`src/rtl/core/b64d_pkg.sv`:
```
// shared types, constants and the alphabet lookup for the base64 stream decoder
`timescale 1ns / 1ps

package b64d_pkg;

  localparam int unsigned CharW      = 8;
  localparam int unsigned SextetW    = 6;
  localparam int unsigned AccW       = 24;
  localparam int unsigned PadW       = 3;
  localparam int unsigned LineW      = 16;
  localparam int unsigned ByteCntW   = 24;
  localparam int unsigned OutDataW   = 56;
  localparam int unsigned FifoDepth  = 4;
  localparam int unsigned FifoPtrW   = $clog2(FifoDepth);
  localparam int unsigned FifoCntW   = $clog2(FifoDepth + 1);

  localparam logic [CharW-1:0] ChSpace   = 8'h20;
  localparam logic [CharW-1:0] ChTab     = 8'h09;
  localparam logic [CharW-1:0] ChNewline = 8'h0A;
  localparam logic [CharW-1:0] ChPad     = 8'h3D;

  localparam logic [LineW-1:0]    LineMax = '1;
  localparam logic [ByteCntW-1:0] ByteMax = '1;
  localparam logic [PadW-1:0]     PadMax  = '1;

  // result kinds
  localparam logic KindData    = 1'b0;
  localparam logic KindSummary = 1'b1;

  // work handed from front to back: up to three bytes and maybe a summary
  typedef struct packed {
    logic [AccW-1:0]  bytes;
    logic [1:0]       count;
    logic             eod;
    logic             err;
    logic [LineW-1:0] lines;
  } job_t;

  typedef struct packed {
    logic [SextetW-1:0] value;
    logic               ok;
  } sextet_t;

  // standard alphabet: A-Z a-z 0-9 + /
  function automatic sextet_t map_char(input logic [CharW-1:0] c);
    sextet_t r;
    r.ok    = 1'b1;
    r.value = '0;
    if (c >= 8'h41 && c <= 8'h5A) begin
      r.value = SextetW'(c - 8'h41);
    end else if (c >= 8'h61 && c <= 8'h7A) begin
      r.value = SextetW'(c - 8'h61 + 8'd26);
    end else if (c >= 8'h30 && c <= 8'h39) begin
      r.value = SextetW'(c - 8'h30 + 8'd52);
    end else if (c == 8'h2B) begin
      r.value = SextetW'(62);
    end else if (c == 8'h2F) begin
      r.value = SextetW'(63);
    end else begin
      r.ok = 1'b0;
    end
    return r;
  endfunction

endpackage

```
`src/rtl/core/b64d_front.sv`:
```
// front end: takes characters, collects sextets into quads and hands out jobs
`timescale 1ns / 1ps

module b64d_front (
  input  logic                  clk,
  input  logic                  rst,
  input  logic                  in_valid,
  input  logic [b64d_pkg::CharW-1:0] in_char,
  input  logic                  in_eod,
  output logic                  in_ready,
  input  logic                  q_full,
  output logic                  push,
  output b64d_pkg::job_t        push_job
);
  import b64d_pkg::*;

  logic [AccW-1:0]  acc, acc_next;
  logic [1:0]       pos, pos_next;
  logic [PadW-1:0]  pads, pads_next;
  logic             err, err_next;
  logic [LineW-1:0] lines, lines_next;
  logic             quad_done;
  logic             take;
  sextet_t          sx;
  logic [SextetW-1:0] v;

  assign in_ready = !q_full;
  assign take     = in_valid && in_ready;

  always_comb begin
    acc_next   = acc;
    pos_next   = pos;
    pads_next  = pads;
    err_next   = err;
    lines_next = lines;
    quad_done  = 1'b0;
    sx         = map_char(in_char);
    v          = '0;
    if (in_char == ChSpace || in_char == ChTab) begin
      // skipped
    end else if (in_char == ChNewline) begin
      if (lines != LineMax) lines_next = lines + 1'b1;
    end else begin
      if (in_char == ChPad) begin
        if (pads != PadMax) pads_next = pads + 1'b1;
      end else if (sx.ok) begin
        v = sx.value;
      end else begin
        err_next = 1'b1;
      end
      acc_next  = {acc[AccW-SextetW-1:0], v};
      pos_next  = pos + 1'b1;
      quad_done = (pos == 2'd3);
    end
  end

  always_comb begin
    push_job.bytes = acc_next;
    push_job.eod   = in_eod;
    push_job.err   = err_next;
    push_job.lines = lines_next;
    if (!quad_done)            push_job.count = 2'd0;
    else if (pads_next == 3'd1) push_job.count = 2'd2;
    else if (pads_next == 3'd2) push_job.count = 2'd1;
    else                        push_job.count = 2'd3;
    push = take && (quad_done || in_eod);
  end

  always_ff @(posedge clk) begin
    if (rst) begin
      acc   <= '0;
      pos   <= '0;
      pads  <= '0;
      err   <= 1'b0;
      lines <= '0;
    end else if (take) begin
      if (in_eod) begin
        acc   <= '0;
        pos   <= '0;
        pads  <= '0;
        err   <= 1'b0;
        lines <= '0;
      end else if (quad_done) begin
        acc   <= '0;
        pos   <= '0;
        pads  <= '0;
        err   <= err_next;
        lines <= lines_next;
      end else begin
        acc   <= acc_next;
        pos   <= pos_next;
        pads  <= pads_next;
        err   <= err_next;
        lines <= lines_next;
      end
    end
  end

endmodule

```
`src/rtl/core/b64d_fifo.sv`:
```
// short job queue between front and back
`timescale 1ns / 1ps

module b64d_fifo (
  input  logic           clk,
  input  logic           rst,
  input  logic           push,
  input  b64d_pkg::job_t push_job,
  output logic           full,
  input  logic           pop,
  output logic           head_valid,
  output b64d_pkg::job_t head_job
);
  import b64d_pkg::*;

  job_t                mem [FifoDepth];
  logic [FifoPtrW-1:0] wr_ptr, rd_ptr;
  logic [FifoCntW-1:0] fill;
  logic                do_push, do_pop;

  assign full       = (fill == FifoCntW'(FifoDepth));
  assign head_valid = (fill != '0);
  assign head_job   = mem[rd_ptr];
  assign do_push    = push && !full;
  assign do_pop     = pop && head_valid;

  always_ff @(posedge clk) begin
    if (do_push) mem[wr_ptr] <= push_job;
  end

  always_ff @(posedge clk) begin
    if (rst) begin
      wr_ptr <= '0;
      rd_ptr <= '0;
      fill   <= '0;
    end else begin
      if (do_push) wr_ptr <= wr_ptr + 1'b1;
      if (do_pop)  rd_ptr <= rd_ptr + 1'b1;
      case ({do_push, do_pop})
        2'b10:   fill <= fill + 1'b1;
        2'b01:   fill <= fill - 1'b1;
        default: fill <= fill;
      endcase
    end
  end

endmodule

```
`src/rtl/core/b64d_back.sv`:
```
// back end: expands jobs into byte and summary beats behind an output register
`timescale 1ns / 1ps

module b64d_back (
  input  logic                        clk,
  input  logic                        rst,
  input  logic                        head_valid,
  input  b64d_pkg::job_t              head_job,
  output logic                        pop,
  output logic                        out_valid,
  input  logic                        out_ready,
  output logic                        out_kind,
  output logic                        out_last,
  output logic [b64d_pkg::OutDataW-1:0] out_data
);
  import b64d_pkg::*;

  logic [1:0]          idx;
  logic [2:0]          beats;
  logic                final_beat;
  logic                is_data;
  logic                move;
  logic [CharW-1:0]    byte_sel;
  logic [ByteCntW-1:0] total, total_inc, total_next;
  logic [CharW-1:0]    beat_byte;

  assign beats      = {1'b0, head_job.count} + {2'b00, head_job.eod};
  assign final_beat = ({1'b0, idx} == beats - 3'd1);
  assign is_data    = (idx < head_job.count);
  assign move       = head_valid && (!out_valid || out_ready);
  assign pop        = move && final_beat;
  assign total_inc  = (total != ByteMax) ? total + 1'b1 : total;

  always_comb begin
    case (idx)
      2'd0:    byte_sel = head_job.bytes[23:16];
      2'd1:    byte_sel = head_job.bytes[15:8];
      2'd2:    byte_sel = head_job.bytes[7:0];
      default: byte_sel = '0;
    endcase
    beat_byte  = is_data ? byte_sel : '0;
    total_next = is_data ? total_inc : total;
  end

  always_ff @(posedge clk) begin
    if (rst) begin
      idx       <= '0;
      total     <= '0;
      out_valid <= 1'b0;
    end else begin
      if (move) begin
        out_valid <= 1'b1;
        idx       <= final_beat ? 2'd0 : idx + 1'b1;
        // summary beat ends the buffer and clears the byte count
        total     <= is_data ? total_inc : '0;
      end else if (out_ready) begin
        out_valid <= 1'b0;
      end
    end
  end

  always_ff @(posedge clk) begin
    if (move) begin
      out_kind <= is_data ? KindData : KindSummary;
      out_last <= final_beat;
      out_data <= {7'd0, total_next, head_job.lines, head_job.err, beat_byte};
    end
  end

endmodule

```
`src/rtl/core/base64_stream_decoder_core.sv`:
```
// top level of the base64 stream decoder
`timescale 1ns / 1ps

// streaming base64 decoder, one text character per beat
// input channel s_*: tdata carries the character, tlast marks the last
//   character of a buffer; space and tab are dropped, newline is counted,
//   '=' counts as a pad, anything outside the alphabet sets a sticky error
// output channel m_*: one beat per decoded byte (tuser 0) and, after the last
//   character, one summary beat (tuser 1) with data byte zero; tlast is set
//   on the final beat caused by an input character
// every output beat carries the error flag, newline count and byte count
//   as they stand after that beat; counts saturate
// a completed quad goes into the job queue, then to the output register
// throughput: one character per cycle in while the job queue is not full,
//   one beat per cycle out while jobs wait and the receiver is ready; the back
//   end pops a job only after its final beat
// reset clears the quad state, counts and the four-entry job queue
// a stalled receiver fills the output register and then the job queue; the
//   input keeps taking characters until the queue holds four jobs
module base64_stream_decoder_core
  import b64d_pkg::*;
(
  input  logic                clk,
  input  logic                rst,
  input  logic                s_tvalid,
  output logic                s_tready,
  input  logic [CharW-1:0]    s_tdata,   // [7:0] char_code
  input  logic                s_tlast,   // end_of_data
  output logic                m_tvalid,
  input  logic                m_tready,
  output logic [OutDataW-1:0] m_tdata,   // [7:0] data_byte, [8] bad_char_seen,
                                         // [24:9] line_count, [48:25] total_bytes
  output logic                m_tuser,   // [0] kind
  output logic                m_tlast    // last
);

  logic push, q_full, pop, head_valid;
  job_t push_job, head_job;

  // front: classification and quad assembly
  b64d_front u_front (
    .clk      (clk),
    .rst      (rst),
    .in_valid (s_tvalid),
    .in_char  (s_tdata),
    .in_eod   (s_tlast),
    .in_ready (s_tready),
    .q_full   (q_full),
    .push     (push),
    .push_job (push_job)
  );

  // job queue decouples the character side from the beat side
  b64d_fifo u_fifo (
    .clk        (clk),
    .rst        (rst),
    .push       (push),
    .push_job   (push_job),
    .full       (q_full),
    .pop        (pop),
    .head_valid (head_valid),
    .head_job   (head_job)
  );

  // back: beat generation and byte count
  b64d_back u_back (
    .clk        (clk),
    .rst        (rst),
    .head_valid (head_valid),
    .head_job   (head_job),
    .pop        (pop),
    .out_valid  (m_tvalid),
    .out_ready  (m_tready),
    .out_kind   (m_tuser),
    .out_last   (m_tlast),
    .out_data   (m_tdata)
  );

endmodule

```
`config.mk`:
```
export PLATFORM = sky130hd
export DESIGN_NAME = base64_stream_decoder_core
export DESIGN_NICKNAME = d
export VERILOG_FILES = /design/src/rtl/core/b64d_pkg.sv /design/src/rtl/core/b64d_front.sv /design/src/rtl/core/b64d_fifo.sv /design/src/rtl/core/b64d_back.sv /design/src/rtl/core/base64_stream_decoder_core.sv
export SDC_FILE = /design/constraint.sdc
export NUM_CORES = 1
export LEC_CHECK = 0
export BUFFER_PORTS_ARGS = -buffer_cell sky130_fd_sc_hd__buf_4
export CELL_PAD_IN_SITES_DETAIL_PLACEMENT = 0
export CELL_PAD_IN_SITES_GLOBAL_PLACEMENT = 1
export CORE_ASPECT_RATIO = 0.75
export CORE_MARGIN = 5
export CORE_UTILIZATION = 47
export CTS_BUF_LIST = sky130_fd_sc_hd__clkbuf_2
export DETAILED_ROUTE_END_ITERATION = 10
export GPL_TIMING_DRIVEN = 1
export HOLD_SLACK_MARGIN = 0.06
export MAX_ROUTING_LAYER = met4
export PLACE_DENSITY = 0.72
export SYNTH_ARGS = -nofsm -noshare
export SYNTH_HDL_FRONTEND = slang
export SYNTH_HIERARCHICAL = 1
export SYNTH_SLANG_ARGS = --single-unit
```
`constraint.sdc`:
```
create_clock -name clk -period 4.44 [get_ports clk]
set_input_delay 0.888 -clock clk [delete_from_list [all_inputs] [get_ports clk]]
set_output_delay 0.888 -clock clk [all_outputs]
set_load 0.02 [all_outputs]
```
==> impl_metrics.csv, run 1 <==
group,metric,value,unit
clocking,cts.sinks,309,
sta,rsz0062_at_grt,"false",
clocking,cts_setup_buffers,0,
sta,slew_violations,0,
clocking,postCtsResizedCells,0,
sta,hold_viol_final,0,
power_and_ir_drop,p_int,4.04,mW
global_routing,grt_start_max_net_pins,51,
final_layout,area_delta_synth_final,10.2,%
detailed_routing,finalWirelength,30200,um
final_layout,nets,1166,
placed_design,dpl_cell_area,0.0146,sq mm
detailed_routing,drt-wirelength-per-cell,19.2,um
power_and_ir_drop,switching_share,26.2,%
synthesis,synth-edff-count,227,
global_routing,grt_usage,19.0,%
synthesis,netlist_top_cells_area,"edfxtp_1 49%, dfxtp_1 12%, mux4_2 6.5%",
placed_design,hpwl,19600,um
global_routing,antenna_found_initial,1,
power_and_ir_drop,p_seq_share,58.6,%
detailed_routing,ant_nets,0,
floorplanning,ios,73,
floorplanning,fp.dieArea,0.0330,sq mm
sta,finalSetupTns,0,ns
final_layout,final_area,0.0153,sq mm
power_and_ir_drop,pwr-share-comb,8.5,%
power_and_ir_drop,power.density,359,mW/mm^2
critical_path,path_cells,"mux4_2 > inv_1 > ha_1 > ha_1 > xnor2_1 > or3_1 > nor2_1 > o31a_1 > ha_1 > inv_1 > fa_1 > xor2_1 > or3_1 > a21oi_1",
sta,min_period_over_period,81.1,%
synthesis,syn-cell-area,0.0138,sq mm
placed_design,place_congestion,0.839,
sta,fin_crit,3.60,ns
clocking,h-tree-depth,3,
placed_design,port-buffer-count,65,
critical_path,worstSetupPathType,"flop to flop",
clocking,ctsHoldBuffers,0,
sta,clock_skew,0.0564,ns
clocking,root_buffer,"clkbuf_2",
critical_path,crit_path_max_fanout,5,
floorplanning,initial_core_util,47.7,%
power_and_ir_drop,leakage,5.45,nW
synthesis,ys_seq_elements,309,
global_routing,grt_pass1_vias,8642,
clocking,cts.clk_slew.worst_paths,0.09,ns
clocking,cts_tree,"done",
detailed_routing,first_pass_iters,5,
synthesis,synth_cell_types,78,
floorplanning,die_x,208,um
detailed_routing,via_per_inst,5.61,
sta,worst_pin_slew,0.832,ns
synthesis,yosysTopAreaCellShare,49.2,%
synthesis,yosys_most_used_dff,"edfxtp_1",
clocking,cts_buffers,76,
floorplanning,core_area,0.0291,sq mm
flow_run,max_cap_viol_count,0,
critical_path,start_kind,"flop",
synthesis,yosys_warnings,6,
floorplanning,std_cell_rows,54,
clocking,clk_latency,0.83,ns
power_and_ir_drop,ir_drop,196,uV
clocking,clockBufferDepth,3,
synthesis,ys_seq_area_share,61.1,%
critical_path,critPathRequiredTime,5.21,ns
detailed_routing,drc_errors,0,
detailed_routing,vias,8826,
critical_path,critPathCaptureType,"flop",
synthesis,syn_avg_cell_area,13.5,sq um
critical_path,critPathMaxStageDelay,0.54,ns
sta,setup_violations,0,
synthesis,yosys.area.top_type,"edfxtp_1",
floorplanning,die_h,159,um
final_layout,drive_above_1_share,24.1,%
global_routing,grt_overflow,0,
detailed_routing,first_iter_violations,668,
power_and_ir_drop,p_clk_share,32.9,%
power_and_ir_drop,power_switching,1.44,mW
synthesis,synthCells,1025,
synthesis,async_reset_ff_share,0,%
critical_path,crit_top_cell,"ha_1",
sta,timing.fmax,0.278,GHz
min_path,hp-class,"input pin to flop",
sta,relSlewSlack,44.1,%
global_routing,grt_first_pass_wirelength,48100,um
critical_path,cp_slowest_cell,"mux4_2",
critical_path,arrival,4.37,ns
run_status,outcome,"finished, final reports clean",
synthesized netlist by cell type (all sizes together), types with 8 or more instances:
| cell type | n |
|---|---|
| a211oi | 8 |
| a21oi | 44 |
| a222oi | 8 |
| a22oi | 25 |
| a31oi | 13 |
| and2 | 8 |
| and3 | 13 |
| buf | 39 |
| clkbuf | 29 |
| dfxtp | 82 |
| edfxtp | 227 |
| ha | 26 |
| inv | 31 |
| mux2 | 21 |
| mux4 | 44 |
| nand2 | 42 |
| nand3 | 40 |
| nand4 | 13 |
| nor2 | 84 |
| nor2b | 8 |
| nor3 | 24 |
| nor4 | 10 |
| o211ai | 8 |
| o21ai | 32 |
| or3 | 13 |
| xnor2 | 18 |
| xor2 | 25 |
routing by layer:
layer / vias to the layer above / part of all wire (%) / GRT usage (%)
met1: 4304 / 49 / 27.5
li1: 4213 / - / -
met4: 0 / 1.8 / 5.63
met5: - / 0 / -
met2: 259 / 44 / 27.2
met3: 50 / 6.0 / 4.04
state kept, by name, indices dropped and copies added, names as in the netlist, named ones only:
register	count
u_back/out_data	49
u_back/out_kind	1
u_back/idx	2
u_front/pads	3
u_back/out_valid	1
u_front/lines	16
u_fifo/fill	3
u_front/acc	24
u_back/total	24
u_back/out_last	1
u_front/pos	2
u_fifo/rd_ptr	2
u_fifo/mem	176
u_front/err	1
u_fifo/wr_ptr	2
worst max-delay path: cells and delay by family, from the launching register on:
kind            cells  cell delay, ns
buf+inv             2            0.13
compound gates      2            0.36
xor+xnor            2            0.28
mux                 1            0.54
simple gates        3            0.87
fa+ha+maj           4            0.94
flops               1            0.42
kinds of logic after synthesis:
group,Yosys count,synth area share (%)
DFF,309,61.1
xor gates and xnor gates,43,2.72
adders and majority gates,27,2.49
and+or+nand+nor,288,11.0
muxes,68,9.19
buffers and inverters,99,3.89
other,1,0.0271
AOI/OAI and AO/OA,190,9.63
placed cells by master, fill, tap and decap left out, types with 21 or more instances in the layout:
| cell type | synthesis | layout |
|---|---|---|
| ha_1 | 26 | 26 |
| clkbuf_2 | 2 | 108 |
| nand2_1 | 42 | 42 |
| dfxtp_1 | 82 | 80 |
| mux4_2 | 40 | 40 |
| buf_4 | 15 | 84 |
| edfxtp_1 | 227 | 227 |
| o21ai_0 | 30 | 29 |
| nand3_1 | 40 | 40 |
| nor3_1 | 22 | 22 |
| inv_1 | 31 | 30 |
| xor2_1 | 25 | 25 |
| a21oi_1 | 43 | 43 |
| mux2_2 | 21 | 21 |
| nor2_1 | 83 | 83 |
| a22oi_1 | 25 | 25 |
per-stage QoR:
stage	cells	util (%)	total power [mW]	hold slack [ns]	setup WS, ns
finish	1574	52.5	5.47	0.408	0.840
floorplan	1031	-	3.57	0.450	0.291
global placement	1440	50.2	3.74	0.471	0.785
CTS	1573	52.5	5.56	0.300	0.820
detailed placement	1440	50.2	3.75	0.491	0.757
global route	1574	52.5	5.77	0.310	0.634
area by class of cell:
class / count / area, sq um
antenna: 1 / 2.50
clock buffer: 108 / 541
clock inverter: 25 / 123
fill: 2566 / 13800
inverter: 31 / 116
multi-input combinational: 623 / 4880
sequential: 309 / 8460
tap: 392 / 490
timing repair buffer: 85 / 651
worst paths after layout:
kind	startpoint	to	slack, ns	depth (start not counted)
max	flop	u_fifo/fill[2]	0.84	14
min	m_tready	u_back/out_valid	0.41	3
max reg2reg	flop	u_fifo/fill[2]	0.84	14
min reg2reg	u_front/pos[1]	u_front/pos[1]	0.51	2
power groups by stage:
stage	clock (mW)	sequential [mW]	combinational [mW]
final	1.80	3.21	0.468
after global routing	2.04	3.22	0.508
after CTS	1.88	3.21	0.473
after detailed placement	0	3.27	0.473
after global placement	0	3.27	0.471
after floorplan	0	3.33	0.243
Power figures use the tool's default switching activity.
==> run 2: changes to the inputs <==
--- a/config.mk
+++ b/config.mk
@@ -16,7 +16,7 @@
 export GPL_TIMING_DRIVEN = 1
 export HOLD_SLACK_MARGIN = 0.06
 export MAX_ROUTING_LAYER = met4
-export PLACE_DENSITY = 0.72
+export PLACE_DENSITY = 0.75
 export SYNTH_ARGS = -nofsm -noshare
 export SYNTH_HDL_FRONTEND = slang
 export SYNTH_HIERARCHICAL = 1
==> constraint.sdc (replaced) <==
create_clock -name clk -period 3.25 [get_ports clk]
set_input_delay 0.65 -clock clk [delete_from_list [all_inputs] [get_ports clk]]
set_output_delay 0.65 -clock clk [all_outputs]
set_load 0.02 [all_outputs]
==> impl_metrics.csv, run 2 (synthesis gave the netlist of run 1 again) <==
group,metric,value,unit
placed_design,place_congestion,0.810,
final_layout,layout_common_cells,"227 x edfxtp_1, 114 x clkbuf_2, 105 x buf_4",
sta,slew_violations,0,
final_layout,top_regs,"u_fifo/mem (176), u_back/out_data (49)",
clocking,root_buffer,"clkbuf_2",
critical_path,critPathRequiredTime,4.07,ns
floorplanning,die_x,208,um
final_layout,drive_above_1_share,27.6,%
sta,hold_viol_final,0,
detailed_routing,drc_errors,0,
placed_design,port-buffer-count,65,
power_and_ir_drop,leakage,5.71,nW
clocking,cts_buffers,76,
critical_path,start_kind,"flop",
final_layout,final_common_cell,"edfxtp_1",
critical_path,arrival,4.15,ns
global_routing,antenna_found_initial,2,
clocking,h-tree-depth,3,
clocking,clk_latency,0.88,ns
detailed_routing,ant_nets,0,
detailed_routing,first_iter_violations,674,
run_status,outcome,"complete, but fails checks",
floorplanning,ios,73,
power_and_ir_drop,ir_drop,248,uV
clocking,clockBufferDepth,3,
min_path,hp-class,"input pin to flop",
floorplanning,std_cell_rows,54,
critical_path,critPathCaptureType,"flop",
placed_design,hpwl,19500,um
clocking,cts.sinks,309,
floorplanning,fp.dieArea,0.0330,sq mm
final_layout,nets,1193,
placed_design,place_ws,-0.189,ns
final_layout,area_delta_synth_final,13.1,%
sta,worst_pin_slew,0.730,ns
sta,fin_crit,3.33,ns
power_and_ir_drop,power.density,489,mW/mm^2
global_routing,grt_pass1_vias,8988,
floorplanning,core_area,0.0291,sq mm
detailed_routing,first_pass_iters,5,
run_status,violations,"negative setup slack",
final_layout,largest_register,"u_fifo/mem",
clocking,cts.clk_slew.worst_paths,0.11,ns
critical_path,worstSetupPathType,"flop to flop",
global_routing,grt_start_max_net_pins,63,
sta,min_period_over_period,102,%
sta,setup_violations,1,
final_layout,largest_reg_flops,176,
global_routing,grt_first_pass_wirelength,47800,um
floorplanning,die_h,159,um
global_routing,grt_usage,18.8,%
sta,relSlewSlack,51.3,%
detailed_routing,finalWirelength,30200,um
detailed_routing,via_per_inst,5.63,
sta,clock_skew,0.0637,ns
sta,rsz0062_at_grt,"true",
sta,fin_ws,-0.0779,ns
flow_run,max_cap_viol_count,0,
sta,timing.fmax,0.300,GHz
global_routing,grt_overflow,0,
floorplanning,initial_core_util,47.7,%
detailed_routing,drt-wirelength-per-cell,18.8,um
clocking,cts_tree,"done",
detailed_routing,vias,9046,
critical_path,crit_path_max_fanout,5,
final_layout,final_core_util,53.9,%
run 2: through the flow:
stage / hold slack, ns / total power [mW] / area [sq um] / setup TNS (ns) / std cells
CTS: 0.0831 / 7.78 / 15600 / -0.108 / 1604
global route: 0.100 / 8.06 / 15700 / -0.274 / 1607
detailed placement: 0.491 / 5.14 / 14900 / -0.243 / 1462
floorplan: 0.450 / 4.88 / 13900 / -0.314 / 1031
finish: 0.175 / 7.66 / 15700 / -0.0779 / 1607
global placement: 0.478 / 5.13 / 14900 / -0.102 / 1462
run 2: final timing paths:
path	endpoint	slack, ns	from	cells after the start
setup reg to reg	u_fifo/fill[2]	-0.08	flop	14
setup / recovery	u_fifo/fill[2]	-0.08	flop	14
hold / removal	u_front/lines[10]	0.18	s_tlast	4
hold reg to reg	u_front/pos[1]	0.52	u_front/pos[1]	2
run 2: worst max-delay path, stage by stage, from the launching register on:
cell and delay (ns):
dfxtp_4 0.40, mux4_2 0.51, inv_2 0.09, ha_4 0.14
ha_4 0.19, xnor2_2 0.12, or3_4 0.39, nor2_4 0.09
o31a_1 0.17, ha_2 0.20, inv_2 0.04, fa_2 0.32
xor2_1 0.15, or3_1 0.32, a21oi_2 0.12
run 2: repair_timing:
item,in CTS,in global routing
pin swaps,3,0
gates resized for setup,1,6
endpoints found under the setup margin,2,2
buffers inserted,3,1
cloned,0,0
hold buffers,1,0
hold endpoints to repair,1,0
run 2: final cells by class:
class | instances | area (sq um)
fillers | 2498 | 13400
clock buffers | 114 | 571
repair buffers | 112 | 918
diodes | 2 | 5.00
flip-flops and latches | 309 | 8460
multi-input cells | 623 | 4940
inverters | 31 | 116
well taps | 392 | 490
clock inverters | 24 | 150
run 2: layer usage:
| layer | up-vias | part of all wire, % | global-route usage [%] |
|---|---|---|---|
| met2 | 265 | 46 | 28.6 |
| li1 | 4271 | - | - |
| met5 | - | 0 | - |
| met3 | 54 | 5.5 | 4.10 |
| met1 | 4456 | 46 | 25.4 |
| met4 | 0 | 2.1 | 6.25 |
run 2: report_power, final:
part           leakage, nW  switching [mW]  total (mW)  internal (mW)
logic                 2.30           0.437       0.679          0.242
registers             2.85          0.0438        4.37           4.33
clock network        0.558            1.51        2.61           1.10
